===== src/rtl/core/vtgd_pkg.sv =====
`default_nettype none
package vtgd_pkg;

  // Fixed field widths
  localparam int DATA_BITS   = 8;
  localparam int VARINT_BITS = 32;
  localparam int EXTENT_BITS = 17;
  localparam int X_BITS      = 32;
  localparam int Y_BITS      = 33;
  localparam int LEN_BITS    = 24;
  localparam int REPEAT_BITS = 29;
  localparam int CMD_BITS    = 3;
  localparam int MAX_RESULTS = 3;
  localparam int TDATA_BITS  = 96;
  localparam int PAD_BITS    = TDATA_BITS - X_BITS - Y_BITS - LEN_BITS;

  localparam logic [EXTENT_BITS-1:0] EXTENT_RESET = 17'd4096;

  // Command ids
  localparam logic [CMD_BITS-1:0] CMD_MOVE  = 3'd1;
  localparam logic [CMD_BITS-1:0] CMD_LINE  = 3'd2;
  localparam logic [CMD_BITS-1:0] CMD_CLOSE = 3'd7;

  // Result kinds
  localparam logic KIND_POINT = 1'b0;
  localparam logic KIND_RING  = 1'b1;

  // Which varint of a command run comes next
  typedef enum logic [1:0] {
    PH_CMD = 2'd0,
    PH_DX  = 2'd1,
    PH_DY  = 2'd2
  } phase_t;

  // Finished varint (or bare end of geometry) handed from front to back
  typedef struct packed {
    logic [VARINT_BITS-1:0] value;
    logic                   complete;
    logic                   fin;
  } token_t;

  typedef struct packed {
    logic                kind;
    logic [X_BITS-1:0]   x;
    logic [Y_BITS-1:0]   y;
    logic [LEN_BITS-1:0] len;
    logic                last;
  } result_t;

  // Queue status seen by the front and back
  typedef struct packed {
    logic full;
    logic empty;
  } q_status_t;

endpackage
`default_nettype wire


===== src/rtl/core/vtgd_front.sv =====
`default_nettype none
module vtgd_front (
  input  wire logic                          clk,
  input  wire logic                          rst,
  input  wire logic                          in_valid,
  input  wire logic [vtgd_pkg::DATA_BITS-1:0] in_byte,
  input  wire logic                          in_fin,
  input  wire vtgd_pkg::q_status_t           q_status,
  output logic                               in_ready,
  output logic                               push,
  output vtgd_pkg::token_t                   push_token
);
  import vtgd_pkg::*;

  logic [VARINT_BITS-1:0] varint_value;
  logic [2:0]             varint_shift;
  logic [VARINT_BITS-1:0] contrib;
  logic [VARINT_BITS-1:0] value_now;
  logic                   take;
  logic                   complete;

  assign in_ready = !q_status.full;
  assign take     = in_valid && in_ready;
  assign complete = !in_byte[DATA_BITS-1];

  // Merge seven payload bits; bytes after the fifth add nothing
  always_comb begin
    contrib = '0;
    if (varint_shift < 3'd5) begin
      contrib = VARINT_BITS'(in_byte[DATA_BITS-2:0]) << (6'(varint_shift) * 6'd7);
    end
  end

  assign value_now = varint_value | contrib;

  // Hand over a finished varint or an end of geometry
  assign push                = take && (complete || in_fin);
  assign push_token.value    = value_now;
  assign push_token.complete = complete;
  assign push_token.fin      = in_fin;

  // Accumulate varint bytes
  always_ff @(posedge clk) begin
    if (rst) begin
      varint_value <= '0;
      varint_shift <= '0;
    end else if (take) begin
      if (complete || in_fin) begin
        varint_value <= '0;
        varint_shift <= '0;
      end else begin
        varint_value <= value_now;
        if (varint_shift != 3'd7) begin
          varint_shift <= varint_shift + 3'd1;
        end
      end
    end
  end

endmodule
`default_nettype wire


===== src/rtl/core/vtgd_queue.sv =====
`default_nettype none
module vtgd_queue (
  input  wire logic              clk,
  input  wire logic              rst,
  input  wire logic              push,
  input  wire vtgd_pkg::token_t  push_token,
  input  wire logic              pop,
  output vtgd_pkg::token_t       head,
  output vtgd_pkg::q_status_t    status
);
  import vtgd_pkg::*;

  localparam int DEPTH = 4;
  localparam int PTR_BITS = $clog2(DEPTH);

  token_t              entries [DEPTH];
  logic [PTR_BITS-1:0] wr_ptr;
  logic [PTR_BITS-1:0] rd_ptr;
  logic [PTR_BITS:0]   fill;
  logic                do_push;
  logic                do_pop;

  assign status.full  = (fill == (PTR_BITS+1)'(DEPTH));
  assign status.empty = (fill == '0);
  assign do_push      = push && !status.full;
  assign do_pop       = pop && !status.empty;
  assign head         = entries[rd_ptr];

  // Store incoming tokens
  always_ff @(posedge clk) begin
    if (do_push) begin
      entries[wr_ptr] <= push_token;
    end
  end

  // Advance pointers and fill level
  always_ff @(posedge clk) begin
    if (rst) begin
      wr_ptr <= '0;
      rd_ptr <= '0;
      fill   <= '0;
    end else begin
      if (do_push) begin
        wr_ptr <= wr_ptr + 1'b1;
      end
      if (do_pop) begin
        rd_ptr <= rd_ptr + 1'b1;
      end
      case ({do_push, do_pop})
        2'b10:   fill <= fill + 1'b1;
        2'b01:   fill <= fill - 1'b1;
        default: fill <= fill;
      endcase
    end
  end

endmodule
`default_nettype wire


===== src/rtl/core/vtgd_back.sv =====
`default_nettype none
module vtgd_back #(
  parameter int COORD_BITS      = 32,
  parameter int RING_COUNT_BITS = 24
) (
  input  wire logic                             clk,
  input  wire logic                             rst,
  input  wire logic                             cfg_wr_en,
  input  wire logic [vtgd_pkg::EXTENT_BITS-1:0] cfg_wr_data,
  input  wire vtgd_pkg::token_t                 head,
  input  wire vtgd_pkg::q_status_t              q_status,
  output logic                                  pop,
  output vtgd_pkg::result_t                     out_result,
  output logic                                  out_valid,
  input  wire logic                             out_ready
);
  import vtgd_pkg::*;

  // Flipped y is wide enough for extent minus any signed cursor, up to a 64-bit cap
  localparam int WIDE_Y = ((COORD_BITS > EXTENT_BITS + 1) ? COORD_BITS : EXTENT_BITS + 1) + 1;
  localparam int FY_W   = (WIDE_Y > 64) ? 64 : WIDE_Y;

  typedef logic [COORD_BITS-1:0]      coord_t;
  typedef logic [FY_W-1:0]            fy_t;
  typedef logic [RING_COUNT_BITS-1:0] rcount_t;

  function automatic logic [VARINT_BITS-1:0] zigzag(input logic [VARINT_BITS-1:0] v);
    zigzag = (v >> 1) ^ {VARINT_BITS{v[0]}};
  endfunction

  function automatic rcount_t ring_inc(input rcount_t c);
    ring_inc = (c != '1) ? c + 1'b1 : c;
  endfunction

  function automatic result_t mk_point(input coord_t px, input fy_t py);
    mk_point.kind = KIND_POINT;
    mk_point.x    = X_BITS'(px);
    mk_point.y    = Y_BITS'(signed'(py));
    mk_point.len  = '0;
    mk_point.last = 1'b0;
  endfunction

  function automatic result_t mk_ring(input rcount_t c);
    mk_ring.kind = KIND_RING;
    mk_ring.x    = '0;
    mk_ring.y    = '0;
    mk_ring.len  = LEN_BITS'(c);
    mk_ring.last = 1'b0;
  endfunction

  // Architectural decode state
  logic [EXTENT_BITS-1:0] tile_extent;
  phase_t                 phase;
  phase_t                 phase_next;
  logic [CMD_BITS-1:0]    command_id;
  logic [REPEAT_BITS-1:0] repeat_left;
  logic [VARINT_BITS-1:0] pending_dx;
  coord_t                 cursor_x;
  coord_t                 cursor_y;
  coord_t                 ring_first_x;
  fy_t                    ring_first_y;
  coord_t                 last_out_x;
  fy_t                    last_out_y;
  rcount_t                ring_count;
  logic                   any_point_seen;

  logic [CMD_BITS-1:0]    command_id_next;
  logic [REPEAT_BITS-1:0] repeat_left_next;
  logic [VARINT_BITS-1:0] pending_dx_next;
  coord_t                 cursor_x_next;
  coord_t                 cursor_y_next;
  coord_t                 ring_first_x_next;
  fy_t                    ring_first_y_next;
  coord_t                 last_out_x_next;
  fy_t                    last_out_y_next;
  rcount_t                ring_count_next;
  logic                   any_point_seen_next;

  // Result buffer feeding the output
  result_t    res_buf [MAX_RESULTS];
  logic [1:0] res_cnt;
  logic [1:0] res_idx;
  result_t    res_new [MAX_RESULTS];
  logic [1:0] n;

  // Datapath terms
  logic [CMD_BITS-1:0]    word_id;
  logic [REPEAT_BITS-1:0] word_cnt;
  logic                   starts_run;
  logic [REPEAT_BITS-1:0] repeat_dec;
  coord_t                 new_x;
  coord_t                 new_y;
  fy_t                    new_fy;
  logic                   take_last;

  assign word_id    = head.value[CMD_BITS-1:0];
  assign word_cnt   = head.value[VARINT_BITS-1:CMD_BITS];
  assign starts_run = ((word_id == CMD_MOVE) || (word_id == CMD_LINE)) && (word_cnt != '0);
  assign repeat_dec = repeat_left - 1'b1;

  // Apply deltas and flip y
  assign new_x  = cursor_x + COORD_BITS'(signed'(zigzag(pending_dx)));
  assign new_y  = cursor_y + COORD_BITS'(signed'(zigzag(head.value)));
  assign new_fy = FY_W'(tile_extent) - FY_W'(signed'(new_y));

  // Pop a token once the previous results are gone or leaving now
  assign out_valid  = (res_idx != res_cnt);
  assign out_result = res_buf[res_idx];
  assign take_last  = out_valid && out_ready && ((res_idx + 2'd1) == res_cnt);
  assign pop        = !q_status.empty && (!out_valid || take_last);

  // Next phase
  always_comb begin
    phase_next = phase;
    if (head.fin) begin
      phase_next = PH_CMD;
    end else if (head.complete) begin
      case (phase)
        PH_CMD:  phase_next = starts_run ? PH_DX : PH_CMD;
        PH_DX:   phase_next = PH_DY;
        default: phase_next = (repeat_dec != '0) ? PH_DX : PH_CMD;
      endcase
    end
  end

  // Execute one token: state update and result list
  always_comb begin
    res_new             = '{default: '0};
    n                   = 2'd0;
    command_id_next     = command_id;
    repeat_left_next    = repeat_left;
    pending_dx_next     = pending_dx;
    cursor_x_next       = cursor_x;
    cursor_y_next       = cursor_y;
    ring_first_x_next   = ring_first_x;
    ring_first_y_next   = ring_first_y;
    last_out_x_next     = last_out_x;
    last_out_y_next     = last_out_y;
    ring_count_next     = ring_count;
    any_point_seen_next = any_point_seen;

    if (head.complete) begin
      case (phase)
        PH_CMD: begin
          command_id_next = word_id;
          if (starts_run) begin
            repeat_left_next = word_cnt;
          end else if ((word_id == CMD_CLOSE) && (ring_count != '0)) begin
            // Repeat the ring's first point, then end the ring
            res_new[n]          = mk_point(ring_first_x, ring_first_y);
            n                   = n + 2'd1;
            res_new[n]          = mk_ring(ring_inc(ring_count));
            n                   = n + 2'd1;
            ring_count_next     = '0;
            any_point_seen_next = 1'b1;
          end
        end
        PH_DX: begin
          pending_dx_next = head.value;
        end
        default: begin
          cursor_x_next = new_x;
          cursor_y_next = new_y;
          // A moveTo ends the ring in progress
          if (command_id == CMD_MOVE) begin
            if (any_point_seen) begin
              res_new[n] = mk_ring(ring_count);
              n          = n + 2'd1;
            end
            ring_count_next = '0;
          end
          // Drop a repeat of the last point in the ring
          if ((ring_count_next == '0) || (new_x != last_out_x) || (new_fy != last_out_y)) begin
            if (ring_count_next == '0) begin
              ring_first_x_next = new_x;
              ring_first_y_next = new_fy;
            end
            res_new[n]          = mk_point(new_x, new_fy);
            n                   = n + 2'd1;
            last_out_x_next     = new_x;
            last_out_y_next     = new_fy;
            ring_count_next     = ring_inc(ring_count_next);
            any_point_seen_next = 1'b1;
          end
          repeat_left_next = repeat_dec;
        end
      endcase
    end

    // End of geometry: close an open ring, return to reset state
    if (head.fin) begin
      if (ring_count_next != '0) begin
        res_new[n] = mk_ring(ring_count_next);
        n          = n + 2'd1;
      end
      command_id_next     = CMD_MOVE;
      repeat_left_next    = '0;
      pending_dx_next     = '0;
      cursor_x_next       = '0;
      cursor_y_next       = '0;
      ring_first_x_next   = '0;
      ring_first_y_next   = '0;
      last_out_x_next     = '0;
      last_out_y_next     = '0;
      ring_count_next     = '0;
      any_point_seen_next = 1'b0;
    end

    if (n != 2'd0) begin
      res_new[n - 2'd1].last = 1'b1;
    end
  end

  // Hold the extent register
  always_ff @(posedge clk) begin
    if (rst) begin
      tile_extent <= EXTENT_RESET;
    end else if (cfg_wr_en) begin
      tile_extent <= cfg_wr_data;
    end
  end

  // Commit decode state on pop
  always_ff @(posedge clk) begin
    if (rst) begin
      phase          <= PH_CMD;
      command_id     <= CMD_MOVE;
      repeat_left    <= '0;
      pending_dx     <= '0;
      cursor_x       <= '0;
      cursor_y       <= '0;
      ring_first_x   <= '0;
      ring_first_y   <= '0;
      last_out_x     <= '0;
      last_out_y     <= '0;
      ring_count     <= '0;
      any_point_seen <= 1'b0;
    end else if (pop) begin
      phase          <= phase_next;
      command_id     <= command_id_next;
      repeat_left    <= repeat_left_next;
      pending_dx     <= pending_dx_next;
      cursor_x       <= cursor_x_next;
      cursor_y       <= cursor_y_next;
      ring_first_x   <= ring_first_x_next;
      ring_first_y   <= ring_first_y_next;
      last_out_x     <= last_out_x_next;
      last_out_y     <= last_out_y_next;
      ring_count     <= ring_count_next;
      any_point_seen <= any_point_seen_next;
    end
  end

  // Load the result buffer
  always_ff @(posedge clk) begin
    if (pop) begin
      res_buf <= res_new;
    end
  end

  // Step through buffered results one beat at a time
  always_ff @(posedge clk) begin
    if (rst) begin
      res_cnt <= '0;
      res_idx <= '0;
    end else if (pop) begin
      res_cnt <= n;
      res_idx <= '0;
    end else if (out_valid && out_ready) begin
      res_idx <= res_idx + 2'd1;
    end
  end

endmodule
`default_nettype wire


===== src/rtl/core/vector_tile_geometry_decoder.sv =====
`default_nettype none
// Vector-tile geometry decoder. Feed the raw bytes of one geometry field, one
// byte per beat on s_axis, with tlast on the final byte; the block decodes the
// varint commands and zigzag deltas and returns points and ring ends on
// m_axis, tlast marking the last result caused by a given input byte. Point
// results carry x and (tile_extent - y); ring results carry the ring's point
// count. Input is taken at one byte per cycle while the token queue has room;
// results leave at one per cycle while m_axis_tready is high, so a byte that
// causes two or three results takes as many output beats, and a four-entry
// token queue between the varint front end and the command executor absorbs
// those bursts before s_axis_tready drops. Tokens and results are registered.
// Write tile_extent only while no geometry is in flight.
module vector_tile_geometry_decoder #(
  parameter int COORD_BITS      = 32,
  parameter int RING_COUNT_BITS = 24
) (
  input  wire logic                              clk,
  input  wire logic                              rst,
  input  wire logic                              cfg_wr_en,
  input  wire logic [vtgd_pkg::EXTENT_BITS-1:0]  cfg_wr_data,   // tile_extent
  input  wire logic                              s_axis_tvalid,
  output logic                                   s_axis_tready,
  input  wire logic [vtgd_pkg::DATA_BITS-1:0]    s_axis_tdata,  // [7:0] data_byte
  input  wire logic                              s_axis_tlast,  // final_byte
  output logic                                   m_axis_tvalid,
  input  wire logic                              m_axis_tready,
  // [31:0] point_x, [64:32] point_y, [88:65] ring_length, [95:89] zero
  output logic [vtgd_pkg::TDATA_BITS-1:0]        m_axis_tdata,
  output logic                                   m_axis_tuser,  // kind
  output logic                                   m_axis_tlast   // run_end
);
  import vtgd_pkg::*;

  q_status_t q_status;
  logic      push;
  token_t    push_token;
  logic      pop;
  token_t    head;
  result_t   out_result;

  vtgd_front u_front (
    .clk        (clk),
    .rst        (rst),
    .in_valid   (s_axis_tvalid),
    .in_byte    (s_axis_tdata),
    .in_fin     (s_axis_tlast),
    .q_status   (q_status),
    .in_ready   (s_axis_tready),
    .push       (push),
    .push_token (push_token)
  );

  vtgd_queue u_queue (
    .clk        (clk),
    .rst        (rst),
    .push       (push),
    .push_token (push_token),
    .pop        (pop),
    .head       (head),
    .status     (q_status)
  );

  vtgd_back #(
    .COORD_BITS      (COORD_BITS),
    .RING_COUNT_BITS (RING_COUNT_BITS)
  ) u_back (
    .clk         (clk),
    .rst         (rst),
    .cfg_wr_en   (cfg_wr_en),
    .cfg_wr_data (cfg_wr_data),
    .head        (head),
    .q_status    (q_status),
    .pop         (pop),
    .out_result  (out_result),
    .out_valid   (m_axis_tvalid),
    .out_ready   (m_axis_tready)
  );

  // Pack the result beat
  assign m_axis_tdata = {{PAD_BITS{1'b0}}, out_result.len, out_result.y, out_result.x};
  assign m_axis_tuser = out_result.kind;
  assign m_axis_tlast = out_result.last;

endmodule
`default_nettype wire


===== config.mk =====
export PLATFORM = sky130hd
export DESIGN_NAME = vector_tile_geometry_decoder
export DESIGN_NICKNAME = d
export VERILOG_FILES = /design/src/rtl/core/vtgd_pkg.sv /design/src/rtl/core/vtgd_front.sv /design/src/rtl/core/vtgd_queue.sv /design/src/rtl/core/vtgd_back.sv /design/src/rtl/core/vector_tile_geometry_decoder.sv
export SDC_FILE = /design/constraint.sdc
export NUM_CORES = 2
export LEC_CHECK = 0
export BUFFER_PORTS_ARGS = -buffer_cell sky130_fd_sc_hd__buf_2
export CORE_ASPECT_RATIO = 1.4
export CORE_MARGIN = 3
export CORE_UTILIZATION = 55
export CTS_CLUSTER_SIZE = 40
export DETAILED_ROUTE_END_ITERATION = 12
export HOLD_SLACK_MARGIN = 0.12
export PLACE_DENSITY = 0.8
export SLEW_MARGIN = 30
export SYNTH_ARGS = -nofsm -noshare
export SYNTH_HDL_FRONTEND = slang
export SYNTH_SLANG_ARGS = --single-unit

===== constraint.sdc =====
create_clock -name clk -period 13.2 [get_ports clk]
set_input_delay 1.32 -clock clk [delete_from_list [all_inputs] [get_ports clk]]
set_output_delay 1.32 -clock clk [all_outputs]
set_load 0.1 [all_outputs]

==> results.txt <==
status: finished clean
Setup crit start kind: register
routed vias: 32800
cells after synthesis: 4200
Power Total: 10.6 mW
clock network power share: 0.186
die height: 319 um
maxcap violations: 0
antenna viol nets, final: 0
WP data arrival: 11.59 ns
Worst R2R Path Depth: 31
register area share after synthesis: 0.452
Post-CTS Resized: 0
initial antenna violation count: 3
Worst Hold Depth: 2
IO buf count: 123
Non-Filler Instances: 5137
final worst slack: 1.97 ns
root buffer cell: clkbuf_16
GRT Overall Usage: 0.334
worst vdd ir: 0.000183 V
placed cells: 5008
layout cells sized above 1: 0.0979
Final Max Slew Viols: 0
slowest CP cell: and2_4
post-synth design cell area: 0.0384 mm^2
Area after DPL: 0.0395 mm^2
Final setup violation count: 0
Initial Utilization: 0.556
Slew HR: 0.284
Pleak: 15.4 nW
Tmin final: 11.23 ns
vias in the first global route: 31600
clock sinks: 694
Sw Share: 0.504
CP Max Fanout: 54
Post-synth EDFFs: 344
1st-iter DRT viols: 3683
Netlist cell types: 109
final net count: 4285
first drt pass iteration count: 6
syn_area_per_cell: 9.14 um^2
row count: 114
gp weighted congestion: 1.05
setup TNS: 0 ns
Core ar.: 0.0690 mm^2
Min-Delay Path Class: reg2reg
first-pass GRT wire length: 188 mm
PD cells: 254 mW/mm^2
Reg power frac: 0.287
fin util: 0.606
Post-Place Setup Slack: 2.17 ns
Num CTS Buffers: 68
Worst-path clk slew: 0.06 ns
Layout Skew: 0.0437 ns
Worst-Skew Late Latency: 0.65 ns
number of synthesized register bits: 694
Int Power: 5.28 mW
DRT Wirelength: 125 mm
post-route cell area: 0.0418 mm^2
die outline area: 0.0731 mm^2
FMAX: 89.0 MHz
ys flop type: dfxtp_1
Least-Margin Pin Slew: 1.07 ns
IO Count: 131
CTS HTree Levels: 3
switching power: 5.35 mW
Hold Violations, Final: 0
commonest non-fill, non-tap cell in the layout: nor2_1
TritonCTS clock tree: done
pin count of the biggest net entering global routing: 97
crit path kind: reg2reg
Post-CTS Hold Buffers: 0
post-synthesis async set-or-reset flop share: 0
RSZ-0062 raised after global routing: no
CTS max path bufs: 3
routed len/inst: 24.4 um
Yosys Warn Count: 0
grt total ovfl: 0
most frequent cells in the layout: nor2_1 (612), nand2_1 (487), a21oi_1 (353)
CP Capture Type: register
filler cell count: 5815
crit-path max cell delay: 0.78 ns
Via density: 6.39
hold_ws: 0.455 ns
HPWL Detailed: 89.9 mm
setup bufs post-CTS: 0
WP data required: 13.55 ns
area grow syn2layout: 8.90%
Comb pwr share: 0.526
Die Wd: 229 um
Residual DRC: 0
ratio of final minimum period to clock period: 0.851
[power by group through the flow]
| stage | clock (mW) | sequential, mW | combinational (mW) |
|---|---|---|---|
| final | 1.98 | 3.05 | 5.60 |
| after floorplan | 0 | 3.13 | 4.06 |
| after global routing | 2.09 | 3.09 | 5.88 |
| after CTS | 2.00 | 3.05 | 5.48 |
| after detailed placement | 0 | 3.09 | 5.45 |
| after global placement | 0 | 3.07 | 5.41 |
[state kept, by name, indices dropped and copies added (netlist names), 3 cells and up, named ones only]
signal,flops
u_back.cursor_y,32
u_back.command_id,3
u_back.ring_first_x,32
u_back.res_buf,208
u_back.last_out_x,32
u_back.pending_dx,32
u_queue.entries,136
u_front.varint_shift,3
u_front.varint_value,32
u_back.tile_extent,17
u_queue.fill,3
u_back.ring_first_y,33
u_back.cursor_x,32
u_back.ring_count,24
u_back.last_out_y,33
u_back.repeat_left,29
[path summary, 6_finish.rpt]
path	start	end	slack [ns]
max	register	u_back.res_buf[254]	1.97
min	u_back.ring_first_y[27]	u_back.ring_first_y[27]	0.45
max reg2reg	register	u_back.res_buf[254]	1.97
min reg2reg	u_back.ring_first_y[27]	u_back.ring_first_y[27]	0.45
[critical path: cells and delay by family, from the launching register on]
family | cells | cell delay (ns)
AOI/OAI and AO/OA | 9 | 2.88
xor gates and xnor gates | 3 | 0.93
buffers and inverters | 3 | 1.03
and+or+nand+nor | 13 | 4.23
muxes | 1 | 0.39
DFF | 1 | 0.62
adders and majority gates | 2 | 0.76
[cell type report]
| type | count | area, um^2 | share of cell area |
|---|---|---|---|
| Tap cell | 928 | 1160 | 0.0278 |
| Inverter | 80 | 300 | 0.00718 |
| Multi-Input combinational cell | 3126 | 19600 | 0.469 |
| Clock inverter | 36 | 375 | 0.00898 |
| Sequential cell | 694 | 17300 | 0.415 |
| Clock buffer | 90 | 1900 | 0.0453 |
| Antenna cell | 2 | 5.00 | 0.000120 |
| Timing Repair Buffer | 181 | 1100 | 0.0263 |
[metal layers]
layer  vias to the layer above  global-route usage  share of wire
met4                         0               0.259          0.092
met5                         -                   0              0
met3                       497              0.0542          0.076
li1                      15000                   -              -
met1                     15600               0.371           0.35
met2                      1740               0.569           0.48
[kinds of logic (layout without fill, tap and decap cells)]
kind of cell,count (synthesis),in the layout,share of synthesized area
XOR/XNOR,241,241,0.0616
other,1,9,0.0000977
AO/OA/AOI/OAI,1001,1001,0.166
buffers and inverters,386,387,0.0413
adder cells (fa/ha/maj),103,103,0.0344
multiplexers,181,181,0.0579
AND/OR/NAND/NOR,1593,1593,0.188
flip-flops,694,694,0.452
[Yosys cell counts, types with 22 or more instances]
cell type | instances | area share
nor2_1 | 617 | 0.060
nand2_1 | 489 | 0.048
a21oi_1 | 356 | 0.046
dfxtp_1 | 350 | 0.18
edfxtp_1 | 344 | 0.27
clkbuf_1 | 242 | 0.024
o21ai_0 | 166 | 0.022
mux2i_1 | 141 | 0.037
a22oi_1 | 133 | 0.026
xor2_1 | 128 | 0.029
ha_1 | 99 | 0.032
xnor2_1 | 95 | 0.022
nor3_1 | 93 | 0.012
nand3_1 | 90 | 0.012
inv_1 | 79 | 0.0077
a21o_1 | 60 | 0.012
nand4_1 | 48 | 0.0078
nor4_1 | 45 | 0.0073
o22ai_1 | 33 | 0.0054
mux4_2 | 32 | 0.019
nor2b_1 | 28 | 0.0046
and2_1 | 26 | 0.0042
a31oi_1 | 25 | 0.0041
and3_1 | 25 | 0.0041
buf_2 | 24 | 0.0031
buf_1 | 22 | 0.0022
o21a_1 | 22 | 0.0043
o31ai_1 | 22 | 0.0043
No activity file was read; power rests on OpenSTA's default activity.
